### src/rtl/core/lea128bd_pkg.sv
// ----------------------------------------------------------------------------
// LEA-128 block decrypt package
// Shared widths, item type, key select codes and word helpers for the
// pipelined LEA-128 decrypt unit.
// ----------------------------------------------------------------------------
package lea128bd_pkg;

  localparam int unsigned ROUND_COUNT         = 24;
  localparam int unsigned KEY_WORDS_PER_ROUND = 4;
  localparam int unsigned WORD_W              = 32;
  localparam int unsigned LANES               = 4;
  localparam int unsigned KEY_IDX_W           = 7;
  localparam int unsigned KEY_SEL_W           = $clog2(KEY_WORDS_PER_ROUND);
  localparam int unsigned GROUP_W             = KEY_IDX_W - KEY_SEL_W;

  // Rotation amounts of the three updated lanes
  localparam int unsigned ROT_R_LANE1 = 9;
  localparam int unsigned ROT_L_LANE2 = 5;
  localparam int unsigned ROT_L_LANE3 = 3;

  typedef logic [WORD_W-1:0]    word_t;
  typedef word_t [LANES-1:0]    block_t;
  typedef logic [KEY_SEL_W-1:0] key_sel_t;
  typedef logic [GROUP_W-1:0]   group_t;

  // Action codes
  localparam logic ACTION_KEY_LOAD = 1'b0;
  localparam logic ACTION_DECRYPT  = 1'b1;

  // Position of a word inside its round-key group
  localparam key_sel_t KSEL_K0 = key_sel_t'(0);
  localparam key_sel_t KSEL_K1 = key_sel_t'(1);
  localparam key_sel_t KSEL_K2 = key_sel_t'(2);
  localparam key_sel_t KSEL_K3 = key_sel_t'(3);

  // One pipeline word: either a key load or a block in flight
  typedef struct packed {
    logic                 action;
    logic [KEY_IDX_W-1:0] key_index;
    word_t                key_word;
    block_t               blk;
  } item_t;

  function automatic word_t swap_bytes(input word_t v);
    swap_bytes = {v[7:0], v[15:8], v[23:16], v[31:24]};
  endfunction

  function automatic word_t rot_left(input word_t v, input int unsigned n);
    rot_left = (v << n) | (v >> (WORD_W - n));
  endfunction

  function automatic word_t rot_right(input word_t v, input int unsigned n);
    rot_right = (v >> n) | (v << (WORD_W - n));
  endfunction

endpackage

### src/rtl/core/lea128bd_round.sv
// ----------------------------------------------------------------------------
// LEA-128 decrypt round
// One decryption round split into three register stages, one lane update
// each. Every stage keeps its own copy of the round-key words it uses and
// updates that copy when a key-load word passes it, so words keep order.
// ----------------------------------------------------------------------------
module lea128bd_round (
  input  logic                  clk_i,
  input  logic                  rst_ni,
  input  logic                  en_i,
  input  lea128bd_pkg::group_t  group_i,
  input  logic                  in_valid_i,
  input  lea128bd_pkg::item_t   in_item_i,
  output logic                  out_valid_o,
  output lea128bd_pkg::item_t   out_item_o
);

  // Stage registers
  logic                a_valid_q, b_valid_q, c_valid_q;
  lea128bd_pkg::item_t a_item_q, b_item_q, c_item_q;
  lea128bd_pkg::item_t a_item_d, b_item_d, c_item_d;

  // Per-stage round-key copies
  lea128bd_pkg::word_t a_k0_q, a_k1_q;
  lea128bd_pkg::word_t b_k2_q, b_k1_q;
  lea128bd_pkg::word_t c_k3_q, c_k1_q;

  logic                   a_hit, b_hit, c_hit;
  lea128bd_pkg::key_sel_t a_sel, b_sel, c_sel;

  // Detect key-load words for this round's group entering each stage
  assign a_hit = en_i && in_valid_i && (in_item_i.action == lea128bd_pkg::ACTION_KEY_LOAD)
              && (in_item_i.key_index[lea128bd_pkg::KEY_IDX_W-1:lea128bd_pkg::KEY_SEL_W]
                  == group_i);
  assign b_hit = en_i && a_valid_q && (a_item_q.action == lea128bd_pkg::ACTION_KEY_LOAD)
              && (a_item_q.key_index[lea128bd_pkg::KEY_IDX_W-1:lea128bd_pkg::KEY_SEL_W]
                  == group_i);
  assign c_hit = en_i && b_valid_q && (b_item_q.action == lea128bd_pkg::ACTION_KEY_LOAD)
              && (b_item_q.key_index[lea128bd_pkg::KEY_IDX_W-1:lea128bd_pkg::KEY_SEL_W]
                  == group_i);

  assign a_sel = in_item_i.key_index[lea128bd_pkg::KEY_SEL_W-1:0];
  assign b_sel = a_item_q.key_index[lea128bd_pkg::KEY_SEL_W-1:0];
  assign c_sel = b_item_q.key_index[lea128bd_pkg::KEY_SEL_W-1:0];

  // Update key copies as key-load words pass
  always_ff @(posedge clk_i) begin
    if (a_hit && (a_sel == lea128bd_pkg::KSEL_K0)) a_k0_q <= in_item_i.key_word;
    if (a_hit && (a_sel == lea128bd_pkg::KSEL_K1)) a_k1_q <= in_item_i.key_word;
    if (b_hit && (b_sel == lea128bd_pkg::KSEL_K2)) b_k2_q <= a_item_q.key_word;
    if (b_hit && (b_sel == lea128bd_pkg::KSEL_K1)) b_k1_q <= a_item_q.key_word;
    if (c_hit && (c_sel == lea128bd_pkg::KSEL_K3)) c_k3_q <= b_item_q.key_word;
    if (c_hit && (c_sel == lea128bd_pkg::KSEL_K1)) c_k1_q <= b_item_q.key_word;
  end

  // Stage A: new lane 0 is old lane 3, compute new lane 1
  // Lanes leave as {x3, y1, x1, x2}
  always_comb begin
    a_item_d        = in_item_i;
    a_item_d.blk[0] = in_item_i.blk[3];
    a_item_d.blk[1] = (lea128bd_pkg::rot_right(in_item_i.blk[0], lea128bd_pkg::ROT_R_LANE1)
                       - (in_item_i.blk[3] ^ a_k0_q)) ^ a_k1_q;
    a_item_d.blk[2] = in_item_i.blk[1];
    a_item_d.blk[3] = in_item_i.blk[2];
  end

  // Stage B: compute new lane 2 from x1 and y1
  always_comb begin
    b_item_d        = a_item_q;
    b_item_d.blk[2] = (lea128bd_pkg::rot_left(a_item_q.blk[2], lea128bd_pkg::ROT_L_LANE2)
                       - (a_item_q.blk[1] ^ b_k2_q)) ^ b_k1_q;
  end

  // Stage C: compute new lane 3 from x2 and y2
  always_comb begin
    c_item_d        = b_item_q;
    c_item_d.blk[3] = (lea128bd_pkg::rot_left(b_item_q.blk[3], lea128bd_pkg::ROT_L_LANE3)
                       - (b_item_q.blk[2] ^ c_k3_q)) ^ c_k1_q;
  end

  // Advance valid bits
  always_ff @(posedge clk_i or negedge rst_ni) begin
    if (!rst_ni) begin
      a_valid_q <= 1'b0;
      b_valid_q <= 1'b0;
      c_valid_q <= 1'b0;
    end else if (en_i) begin
      a_valid_q <= in_valid_i;
      b_valid_q <= a_valid_q;
      c_valid_q <= b_valid_q;
    end
  end

  // Advance payload
  always_ff @(posedge clk_i) begin
    if (en_i) begin
      a_item_q <= a_item_d;
      b_item_q <= b_item_d;
      c_item_q <= c_item_d;
    end
  end

  assign out_valid_o = c_valid_q;
  assign out_item_o  = c_item_q;

endmodule

### config.mk
export PLATFORM = sky130hd
export DESIGN_NAME = lea128bd_round
export DESIGN_NICKNAME = d
export VERILOG_FILES = /design/src/rtl/core/lea128bd_pkg.sv /design/src/rtl/core/lea128bd_round.sv
export SDC_FILE = /design/constraint.sdc
export NUM_CORES = 1
export LEC_CHECK = 0
export BUFFER_PORTS_ARGS = -buffer_cell sky130_fd_sc_hd__clkbuf_2
export CORE_MARGIN = 3
export CORE_UTILIZATION = 25
export CTS_BUF_LIST = sky130_fd_sc_hd__clkbuf_16
export DETAILED_ROUTE_END_ITERATION = 7
export HOLD_SLACK_MARGIN = 0.15
export SLEW_MARGIN = 20
export SYNTH_ARGS = -nofsm -noshare
export SYNTH_HDL_FRONTEND = slang
export SYNTH_SLANG_ARGS = --single-unit
### constraint.sdc
create_clock -name clk_i -period 5.24 [get_ports clk_i]
set_input_delay 0.786 -clock clk_i [delete_from_list [all_inputs] [get_ports clk_i]]
set_output_delay 0.786 -clock clk_i [all_outputs]
set_load 0.02 [all_outputs]
# Word level (Yosys, flattened, before mapping)
# Index checks and enable logic that the tools add are counted.
[totals]
output_inout_bits = 169
inputBits = 177
reg_bits = 699
elab_cells = 69
[op_classes]
n_bitwise = 12
n_reduce_logical = 16
n_eq_ne = 8
addsub = 3
[ops]
columns = ["operator", "count"]
rows = [
  ["32-bit XOR", 6],
  ["32-bit subtractor", 3],
  ["23-bit by 32-bit bitwise OR with 32-bit output", 1],
  ["32-bit by 3-bit bitwise OR with 32-bit output", 1],
  ["32-bit by 5-bit bitwise OR with 32-bit output", 1],
  ["5-bit == test", 3],
  ["1-bit logical AND", 15],
  ["2-bit by 1-bit == test with 1-bit output (second input constant)", 3],
  ["2-bit == test (second input constant)", 2],
  ["1-bit inverter", 3],
  ["2-bit zero test", 1],
]

# Depth between registers and ports, before layout
# Gate-level depths: netlist (run 1).
[depth]
ltp_word = 4
depth_mapped = 11
mapped_depth_nobuf = 11

# Least setup slack after synthesis (run 1)
# Ideal clock, no wire load.
[synth_path]
path_kind = "in2reg"
startpoint = "input group_i[0]"
endpoint = "register b_k2_q[0] (enable)"
arrival_time_ns = 3.961
n_path_buf = 0
path_stages = 4
path_slack_ns = 0.811
required_ns = 4.772
setup_time_ns = 0.468
path_cell_list = "xnor2_1 nand4_1 or4_1 nor3b_1"
[synth_between]
elab_chain_len = 3
[synth_lines]
columns = ["item", "line_no", "text"]
rows = [
  ["start: declaration", "lea128bd_round.sv:11", "input lea128bd_pkg::group_t group_i,"],
  ["5-bit == test", "lea128bd_round.sv:37", "== group_i);"],
  ["1-bit logical AND", "lea128bd_round.sv:36", "&& (a_item_q.key_index[lea128bd_pkg::KEY_IDX_W-1:lea128bd_pkg::KEY_SEL_W]"],
  ["1-bit logical AND", "lea128bd_round.sv:50", "if (b_hit && (b_sel == lea128bd_pkg::KSEL_K2)) b_k2_q <= a_item_q.key_word;"],
  ["end signal: assignment", "lea128bd_round.sv:50", ""],
  ["end: declaration", "lea128bd_round.sv:25", "lea128bd_pkg::word_t b_k2_q, b_k1_q;"],
]
# Every way passes these cells.
# A chain may end at the register's enable or synchronous reset.

==> out/summary.txt, run 1 <==
initial DRC count - 1006
Overall Power - 15.1 mW
hold_ws - 0.311 ns
Critical Path End - b_item_q[94]
design area - 34100 sq um
xor-xnor portion of the synthesized cell area - 9.39%
Post-Syn Area - 27800 sq um
CP Data Required Time - 5.62 ns
Final Hold Fails - 0
Starting Density - 25.4%
simple-gate portion of the synthesized area - 3.42%
clock buffer count from CTS - 81
Worst R2R Setup Slack - 1.88 ns
Clock Sinks - 699
# IOs - 346
slew margin rel. - 31.1%
number of synthesized register bits - 699
Tot GR Track Use - 12.0%
placed cells - 3426
post-synthesis compound-gate area fraction - 6.51%
Post-Syn Nets - 1892
Power Density - 442 nW/um^2
post_cts resized - 0
die width - 339 um
first drt pass iteration count - 5
Syn Area/Cell - 17.2 sq um
Tightest Pin Transition - 1.03 ns
I/O Buffers - 345
clk_lat worst skew - 0.65 ns
pre-CTS WS - 1.58 ns
CP max stage cell - o31ai_1
FFs w/ async S/R, synth - 0.429%
setup total negative slack - 0 ns
Layout Skew - 0.0275 ns
Peak VDD IR - 0.222 mV
Min-Delay Path Depth - 1
placed instance area - 31400 sq um
ys flop type - edfxtp_1
DRT antenna net count - 0
global-route wire length before repair - 101 mm
Routed Wire Length - 70.5 mm
setup violation total in the final timing report - 0
worst setup path start - a_item_q[32]
Util after Layout - 31.1%
mux contribution to synthesized area - 0.0360%
initial antenna violation count - 17
root buf cell - clkbuf_16
GP Congestion - 0.829
vias per cell - 4.13
Hold/Removal Path Class - input port to flop
Wirelength per Cell - 19.7 um
detailed placer's ending HPWL - 52.7 mm
pin count of the biggest net entering global routing - 159
period utilization - 64.1%
vias in the first global route - 15367
H-tree levels - 3
Syn Inst Count - 1619
max_cap viols - 0
crit-path max cell delay - 0.66 ns
yosys warns - 0
FF/Latch Area - 21000 sq um
number of placement rows - 121
Die Span Y - 339 um
residual DRC count - 0
CTS tree - done
Fmax - 298 MHz
RR Startpoint - a_item_q[32]
area of the die - 115000 sq um
RSZ-0062 raised after global routing - false
main combinational cell family by area after synthesis - XOR/XNOR gates
crit end category - flop
post-synthesis sequential area ratio - 75.5%
Final #Nets - 2307
layout cells sized above 1 - 23.8%
pins over their slew limit - 0
number of synthesized flops with an enable pin - 696
Startpoint Class - flop
Crit Path Class - flop to flop
core area - 110000 sq um
crit path cell chain - xor2_1 > ha_1 > inv_1 > fa_1 > a211oi_1 > o21bai_1 > nand3_1 > and2_1 > o31ai_1 > a41oi_1 > xnor2_1
reg2reg end - b_item_q[94]
Worst-path clk slew - 0.06 ns
vias - 14813
Area Overhead vs Synth - 22.7%
Worst EP arrival - 3.74 ns
Worst Path Max Fanout - 3
non-filler instance count after layout - 3587
status - finished, final reports clean
PnR worst setup slack - 1.88 ns
Worst Reg-to-Reg Cells - 11
Congestion Overflow GR - 0
Fillers - 10848
distinct cell type count of the synthesized netlist - 66
Clock Path Buffers - 3
leak pwr - 12.2 nW
area of the multi-input gates - 6630 sq um
crit path time final - 3.36 ns
adder-cell share of the synthesized area - 4.40%
==> routing by layer <==
layer | track usage [%] | share of wire (%)
met1 | 14.8 | 43
met2 | 19.5 | 47
met3 | 3.76 | 6.6
met4 | 4.80 | 3.0
met5 | 0 | 0.098
==> how the worst min path moves through the flow <==
stage	start	endpoint	slack, ns
floorplan	a_item_q[0]	b_item_q[0]	0.40
global placement	b_item_q[34]	out_item_o[34]	0.40
detailed placement	a_item_q[13]	b_item_q[13]	0.40
CTS	in_item_i[36]	a_item_q[68]	0.25
global route	in_item_i[34]	a_item_q[66]	0.27
finish	in_item_i[32]	a_item_q[64]	0.31
==> final cells by class <==
type	instances	area share [%]
antenna	9	0.0661
sequential	699	61.5
clock buffer	82	6.02
timing repair buffer	356	5.45
multi-input combinational	867	19.5
tap	1476	5.42
clock inverter	69	1.75
inverter	29	0.319
==> timing repair <==
item,in CTS,in global routing
endpoints found under the setup margin,0,0
hold endpoints to repair,3,0
buffers inserted,0,0
hold buffers,1,0
==> sequential cells by signal (all words and copies together) (netlist names) <==
| name | count |
|---|---|
| b_k2_q | 32 |
| a_item_q | 168 |
| b_valid_q | 1 |
| b_k1_q | 32 |
| out_item_o | 168 |
| out_valid_o | 1 |
| a_k0_q | 32 |
| a_valid_q | 1 |
| a_k1_q | 32 |
| c_k1_q | 32 |
| b_item_q | 168 |
| c_k3_q | 32 |
==> cells in the final DEF, fill, tap and decap left out, types with 6 or more instances in the layout <==
cell | Yosys | layout
bufinv_16 | 0 | 6
o21a_1 | 7 | 7
a21o_1 | 32 | 32
a31oi_1 | 15 | 15
nand3_1 | 14 | 14
nor3_1 | 10 | 8
clkinv_2 | 0 | 13
o21ai_0 | 53 | 53
nand2_1 | 70 | 70
xor2_1 | 59 | 59
clkbuf_2 | 1 | 344
o31ai_1 | 9 | 9
o21bai_1 | 13 | 13
clkinv_1 | 0 | 22
clkbuf_16 | 0 | 82
buf_4 | 1 | 7
a21oi_1 | 94 | 94
nor2b_1 | 10 | 10
diode_2 | 0 | 9
ha_1 | 93 | 93
nor2_1 | 33 | 32
xnor2_1 | 239 | 239
a211oi_1 | 8 | 8
and3_1 | 7 | 6
nand4_1 | 20 | 20
inv_1 | 29 | 39
edfxtp_1 | 696 | 696
==> synth_stat cells, types with 13 or more instances <==
cell | number | share of area [%]
clkbuf_1 | 18 | 0.24
nand3_1 | 14 | 0.25
a21o_1 | 32 | 0.86
ha_1 | 93 | 4.2
xnor2_1 | 239 | 7.5
nor2_1 | 33 | 0.45
nand4_1 | 20 | 0.45
nand2_1 | 70 | 0.95
edfxtp_1 | 696 | 75
a31oi_1 | 15 | 0.34
o21bai_1 | 13 | 0.35
o21ai_0 | 53 | 0.95
xor2_1 | 59 | 1.9
inv_1 | 29 | 0.39
a21oi_1 | 94 | 1.7
==> kinds of logic (layout without fill, tap and decap cells) <==
kind of cell | after synthesis | in the layout
mux | 1 | 1
buf+inv | 53 | 536
simple gates | 194 | 194
other cells | 0 | 9
flops | 699 | 699
xor+xnor | 298 | 298
compound gates | 278 | 278
fa+ha+maj | 96 | 96
==> worst max-delay path, delay by kind of cell, from the launching register on <==
family	cells	cell delay (ns)
compound gates	4	1.31
simple gates	2	0.46
xor+xnor	2	0.36
buf+inv	1	0.08
flops	1	0.43
fa+ha+maj	2	0.46
==> power breakdown <==
part | internal [mW] | switching [mW] | leakage (nW) | total, mW
combinational | 0.939 | 1.49 | 4.19 | 2.43
clock | 3.18 | 2.38 | 1.32 | 5.56
sequential | 6.81 | 0.280 | 6.70 | 7.09
total | 10.9 | 4.15 | 12.2 | 15.1
(Power assumes the default switching activity.)
==> run 2, diff against run 1 <==
--- a/config.mk
+++ b/config.mk
@@ -5,6 +5,7 @@
 export SDC_FILE = /design/constraint.sdc
 export NUM_CORES = 1
 export LEC_CHECK = 0
+export ABC_AREA = 1
 export BUFFER_PORTS_ARGS = -buffer_cell sky130_fd_sc_hd__clkbuf_2
 export CORE_MARGIN = 3
 export CORE_UTILIZATION = 25
==> constraint.sdc (replaced) <==
create_clock -name clk_i -period 3.4 [get_ports clk_i]
set_input_delay 0.51 -clock clk_i [delete_from_list [all_inputs] [get_ports clk_i]]
set_output_delay 0.51 -clock clk_i [all_outputs]
set_load 0.02 [all_outputs]
==> out/summary.txt, run 2 <==
reg2reg end - b_item_q[92]
Hold/Removal Path Class - input port to flop
die width - 354 um (+4.4%)
Clock Path Buffers - 3 (unchanged)
Util after Layout - 31.9% (+0.83 points)
Worst Path Max Fanout - 4 (+1)
CP max stage cell - fa_1
area of the die - 126000 sq um (+9.0%)
number of placement rows - 127 (+5.0%)
Final Hold Fails - 0 (unchanged)
Worst-path clk slew - 0.06 ns (about the same)
yosys warns - 0 (unchanged)
hold_ws - 0.338 ns (+0.0274 ns)
Worst R2R Setup Slack - 0.74 ns (-1.14 ns)
initial antenna violation count - 22 (+5)
vias - 18852 (+27%)
Overall Power - 23.6 mW (+57%)
largest cells by area after synthesis - edfxtp_1, nand2_1, inv_1
global-route wire length before repair - 123 mm (+21%)
Buf+Inv Stages, Crit Path - 2 (+1)
Congestion Overflow GR - 0 (unchanged)
Syn Area/Cell - 12.2 sq um (-29%)
Final #Nets - 3348 (+45%)
vias per cell - 3.95 (-4.2%)
Die Span Y - 354 um (+4.4%)
residual DRC count - 0 (unchanged)
crit-path max cell delay - 0.50 ns (-0.16 ns)
clock buffer count from CTS - 82 (+1.2%)
status - finished, final reports clean
largest area contributor in the netlist - edfxtp_1
setup violation total in the final timing report - 0 (unchanged)
Critical Path End - b_item_q[92]
Layout Skew - 0.0350 ns (+0.00751 ns)
Crit Path Class - flop to flop
Peak VDD IR - 0.426 mV (+92%)
# IOs - 346 (unchanged)
Wirelength per Cell - 17.7 um (-9.8%)
Worst Reg-to-Reg Cells - 14 (+3)
Post-Syn Area - 30300 sq um (+9.2%)
Syn Inst Count - 2496 (+54%)
crit end category - flop
post_cts resized - 0 (unchanged)
Fmax - 376 MHz (+26%)
root buf cell - clkbuf_16
top post-synthesis cells by count - edfxtp_1, nand2_1, inv_1
I/O Buffers - 345 (unchanged)
pre-CTS WS - 0.731 ns (-0.847 ns)
Worst EP arrival - 3.08 ns (-0.66 ns)
core area - 120000 sq um (+9.6%)
Post-CTS Setup Inserts - 0 (unchanged)
number of synthesized flops with an enable pin - 696 (unchanged)
Area Overhead vs Synth - 26.4%
Clock Sinks - 699 (unchanged)
leak pwr - 16.2 nW (+33%)
Starting Density - 25.3% (-0.096 points)
slew margin rel. - 30.5% (-0.58 points)
DRT antenna net count - 0 (unchanged)
top-count cell post-synth - edfxtp_1
CP Data Required Time - 3.82 ns (-1.80 ns)
CTS tree - done
GP Congestion - 0.881 (+6.2%)
worst setup path start - a_item_q[32]
commonest non-fill, non-tap cell in the layout - edfxtp_1
setup total negative slack - 0 ns (unchanged)
Routed Wire Length - 84.5 mm (+20%)
vias in the first global route - 19516 (+27%)
initial DRC count - 1226 (+22%)
clk_lat worst skew - 0.68 ns (+0.03 ns)
number of synthesized register bits - 699 (unchanged)
Startpoint Class - flop
ys flop type - edfxtp_1
Post-Syn Nets - 2769 (+46%)
Tot GR Track Use - 13.4% (+1.4 points)
H-tree levels - 3 (unchanged)
layout cells sized above 1 - 17.3% (-6.5 points)
top-area cell type share of the netlist area - 68.9% (-6.3 points)
design area - 38400 sq um (+13%)
Most common cell on crit path - nand2_1
first drt pass iteration count - 5 (unchanged)
max_cap viols - 0 (unchanged)
post-synthesis sequential area ratio - 69.1% (-6.3 points)
FFs w/ async S/R, synth - 0.429% (unchanged)
Power Density - 616 nW/um^2 (+39%)
hold path startpoint - in_item_i[9]
crit path time final - 2.66 ns (-0.700 ns)
commonest cells after routing, fill and taps aside - edfxtp_1, nand2_1, inv_1, clkbuf_2, xnor2_1
crit path cell chain - xor2_1 > ha_1 > inv_1 > fa_1 > nand3_1 > nand3_2 > nand2_1 > nand2_2 > nand2_1 > nand2_2 > nand2_1 > nand3_1 > nand2_1 > inv_1
RSZ-0062 raised after global routing - false
detailed placer's ending HPWL - 65.7 mm (+25%)
non-filler instance count after layout - 4767 (+33%)
pins over their slew limit - 0 (unchanged)
RR Startpoint - a_item_q[32]
placed instance area - 34300 sq um (+9.0%)
CP top delay family - simple AND/OR/NAND/NOR gates
placed cells - 4463 (+30%)
pin count of the biggest net entering global routing - 164 (+3.1%)
period utilization - 78.2% (+14 points)
Tightest Pin Transition - 1.04 ns (+0.0174 ns)
distinct cell type count of the synthesized netlist - 31 (-53%)
CP Depth - 14 (+3)
hold buffers post-CTS - 140 (+139)
PnR worst setup slack - 0.742 ns (-1.14 ns)
run 2: cell types whose count changed after synthesis, moves of 13 or more:
cell | before | now
a31oi_1 | 15 | 0
a21o_1 | 32 | 6
nand3_1 | 14 | 63
clkbuf_1 | 18 | 0
nand3b_1 | 1 | 14
nand2_2 | 0 | 33
xor2_1 | 59 | 91
nand2_1 | 70 | 661
a21oi_1 | 94 | 58
o21ai_0 | 53 | 7
inv_1 | 29 | 421
nor2_1 | 33 | 124
xnor2_1 | 239 | 152
run 2: cells by family after synthesis:
logic type / count (synthesis) / share of synthesized area [%]
AO/OA/AOI/OAI: 87 / 1.63
AND/OR/NAND/NOR: 947 / 12.9
adder cells (fa/ha/maj): 96 / 4.03
flip-flops: 699 / 69.1
XOR/XNOR: 243 / 7.01
buffers and inverters: 424 / 5.29
run 2: layer usage:
layer	share of wire [%]	vias to the layer above	wire [um]	GRT usage [%]
met5	0.090	-	76	0
met4	2.6	12	2240	4.68
met3	6.4	124	5400	3.82
met2	49	386	41200	22.8
met1	42	8932	35600	16.2
li1	-	9398	-	-
run 2: layout make-up:
type                    count  area (sq um)
multi-input cells        1373          7810
diodes                     16          40.0
clock buffers              82          2050
clock inverters            66           614
well taps                1612          2020
repair buffers            497          3270
flip-flops and latches    699         21000
inverters                 422          1580
fillers                 12172         81800
run 2: worst min path at each step:
stage	to	slack, ns	cells after the start
global placement	out_valid_o	0.31	1
CTS	a_item_q[32]	0.27	4
floorplan	a_valid_q	0.21	0
detailed placement	out_valid_o	0.31	1
global route	a_item_q[32]	0.33	4
finish	a_item_q[32]	0.34	4
run 2: worst reg2reg max path: stages (launching register included):
cell      delay, ns
edfxtp_1       0.41
xor2_1         0.25
ha_1           0.19
inv_1          0.09
fa_1           0.50
nand3_1        0.14
nand3_2        0.09
nand2_1        0.09
nand2_2        0.11
nand2_1        0.10
nand2_2        0.10
nand2_1        0.12
nand3_1        0.07
nand2_1        0.09
inv_1          0.04
run 2: report_power, final:
| group | switching, mW | internal, mW |
|---|---|---|
| clock | 3.69 | 4.92 |
| sequential | 0.429 | 10.4 |
| combinational | 2.74 | 1.46 |
==> run 3, diff against run 2 <==
--- a/config.mk
+++ b/config.mk
@@ -5,7 +5,7 @@
 export SDC_FILE = /design/constraint.sdc
 export NUM_CORES = 1
 export LEC_CHECK = 0
-export ABC_AREA = 1
+export ABC_AREA = 0
 export BUFFER_PORTS_ARGS = -buffer_cell sky130_fd_sc_hd__clkbuf_2
 export CORE_MARGIN = 3
 export CORE_UTILIZATION = 25
==> constraint.sdc (replaced) <==
create_clock -name clk_i -period 2.3 [get_ports clk_i]
set_input_delay 0.345 -clock clk_i [delete_from_list [all_inputs] [get_ports clk_i]]
set_output_delay 0.345 -clock clk_i [all_outputs]
set_load 0.02 [all_outputs]
==> out/summary.txt, run 3 (synthesized netlist as in run 1, its figures left out) <==
status - finished, violations left
RSZ-0062 raised after global routing - true
core area - 110000 sq um (-8.8%)
commonest cells after routing, fill and taps aside - edfxtp_1, clkbuf_2, buf_4, xnor2_1, dlygate4sd3_1
RR Startpoint - a_k0_q[0]
Worst Path Max Fanout - 3 (-1)
slew margin rel. - 45.4% (+15 points)
CTS tree - done
placed instance area - 33500 sq um (-2.1%)
setup violation total in the final timing report - 74 (+74)
clock buffer count from CTS - 81 (-1.2%)
initial antenna violation count - 19 (-14%)
initial DRC count - 871 (-29%)
Util after Layout - 35.7% (+3.8 points)
PnR worst setup slack - -0.685 ns (-1.43 ns)
Tightest Pin Transition - 0.820 ns (-0.223 ns)
root buf cell - clkbuf_16
GP Congestion - 0.850 (-3.5%)
design area - 39100 sq um (+2.0%)
DRT antenna net count - 0 (unchanged)
leak pwr - 14.7 nW (-9.6%)
Worst Reg-to-Reg Cells - 11 (-3)
worst setup path start - a_k0_q[0]
layout cells sized above 1 - 37.4% (+20 points)
Wirelength per Cell - 18.5 um (+4.2%)
Final Hold Fails - 0 (unchanged)
vias per cell - 4.08 (+3.2%)
Routed Wire Length - 74.3 mm (-12%)
pins over their slew limit - 0 (unchanged)
area of the die - 115000 sq um (-8.3%)
Congestion Overflow GR - 0 (unchanged)
Peak VDD IR - 0.531 mV (+25%)
Tot GR Track Use - 12.7% (-0.75 points)
Layout Skew - 0.0320 ns (-0.00305 ns)
Worst-path clk slew - 0.06 ns (about the same)
number of placement rows - 121 (-4.7%)
Clock Path Buffers - 3 (unchanged)
CP Data Required Time - 2.67 ns (-1.15 ns)
hold path startpoint - in_item_i[8]
commonest non-fill, non-tap cell in the layout - edfxtp_1
# IOs - 346 (unchanged)
Final #Nets - 2743 (-18%)
Power Density - 951 nW/um^2 (+54%)
Area Overhead vs Synth - 40.7%
Die Span Y - 339 um (-4.2%)
crit path time final - 2.99 ns (+0.327 ns)
Min-Delay Path Depth - 4 (unchanged)
die width - 339 um (-4.2%)
crit end category - flop
Starting Density - 25.4% (+0.096 points)
period utilization - 130% (+52 points)
Worst EP arrival - 3.36 ns (+0.28 ns)
pin count of the biggest net entering global routing - 134 (-18%)
Fillers - 10365 (-15%)
vias - 16412 (-13%)
max_cap viols - 0 (unchanged)
Hold/Removal Path Class - input port to flop
vias in the first global route - 17203 (-12%)
H-tree levels - 3 (unchanged)
residual DRC count - 0 (unchanged)
I/O Buffers - 345 (unchanged)
failing checks - setup timing
Startpoint Class - flop
Fmax - 335 MHz (-11%)
global-route wire length before repair - 109 mm (-12%)
detailed placer's ending HPWL - 54.3 mm (-17%)
Clock Sinks - 699 (unchanged)
Worst R2R Setup Slack - -0.69 ns (-1.43 ns)
clk_lat worst skew - 0.64 ns (-0.04 ns)
Crit Path Class - flop to flop
first drt pass iteration count - 5 (unchanged)
-- run 3: cell types whose count changed in the layout (fill, tap and decap cells not counted), moves of 25 or more --
cell,previous run,this run
nand2_1,661,67
inv_1,436,40
buf_4,9,255
nor2_1,119,30
xnor2_1,152,204
nand3_1,63,12
buf_6,0,41
xor2_1,91,59
nand2_2,33,3
xnor2_2,0,28
a21o_1,6,31
-- run 3: final timing paths --
path,endpoint
max,a_item_q[56]
min,a_item_q[63]
max reg2reg,a_item_q[56]
min reg2reg,out_item_o[46]
max in group asynchronous,b_valid_q
min in group asynchronous,out_valid_o
-- run 3: critical path, stage by stage, from the launching register on --
cell and delay (ns):
edfxtp_1 0.40, xor2_1 0.16, ha_2 0.22, inv_2 0.04
fa_2 0.36, a21o_2 0.22, a221o_2 0.38, a211oi_4 0.29
o311a_4 0.26, a2bb2oi_2 0.17, o21ai_1 0.09, xnor2_1 0.13
-- run 3: what timing repair did --
item,4_1_cts,5_1_grt
setup buffers,31,32
setup endpoints to repair,73,79
endpoints found under the hold margin,206,1
gates resized for setup,142,77
pin swaps,108,91
hold buffers,140,1
-- run 3: power by group --
group          leakage [nW]  total (mW)  internal [mW]  switching [mW]
logic                  6.65        8.54           4.17            4.37
clock network          1.32        12.5           7.17            5.38
registers              6.70        16.1           15.5           0.618
total                  14.7        37.2           26.9            10.4
-- run 3: per-layer routing --
| layer | routed length, um | up-vias | global-route usage (%) |
|---|---|---|---|
| met5 | 80 | - | 0 |
| met4 | 2600 | 12 | 5.26 |
| met3 | 4320 | 152 | 3.40 |
| met2 | 35600 | 380 | 20.7 |
| met1 | 31700 | 7967 | 15.9 |
| li1 | - | 7901 | - |
-- run 3: layout make-up --
cell class,instances,area [sq um],share of cell area (%)
clock inverters,65,569,1.46
repair buffers,792,5720,14.6
flip-flops and latches,699,21000,53.6
inverters,29,109,0.278
multi-input cells,867,7840,20.0
diodes,11,27.5,0.0704
well taps,1476,1850,4.72
clock buffers,81,2030,5.18
-- run 3: per-stage QoR --
step	power, mW	setup TNS (ns)	instances	setup slack, ns	hold WS, ns
after CTS	37.2	-20.22	3984	-0.730	-0.152
after floorplan	20.0	-8.68	1619	-0.503	0.0494
after global placement	23.3	-26.15	3668	-0.858	0.144
after global routing	38.9	-27.62	4015	-0.759	0.219
final	37.2	-20.80	4020	-0.685	0.229
after detailed placement	23.4	-28.22	3668	-0.853	0.145
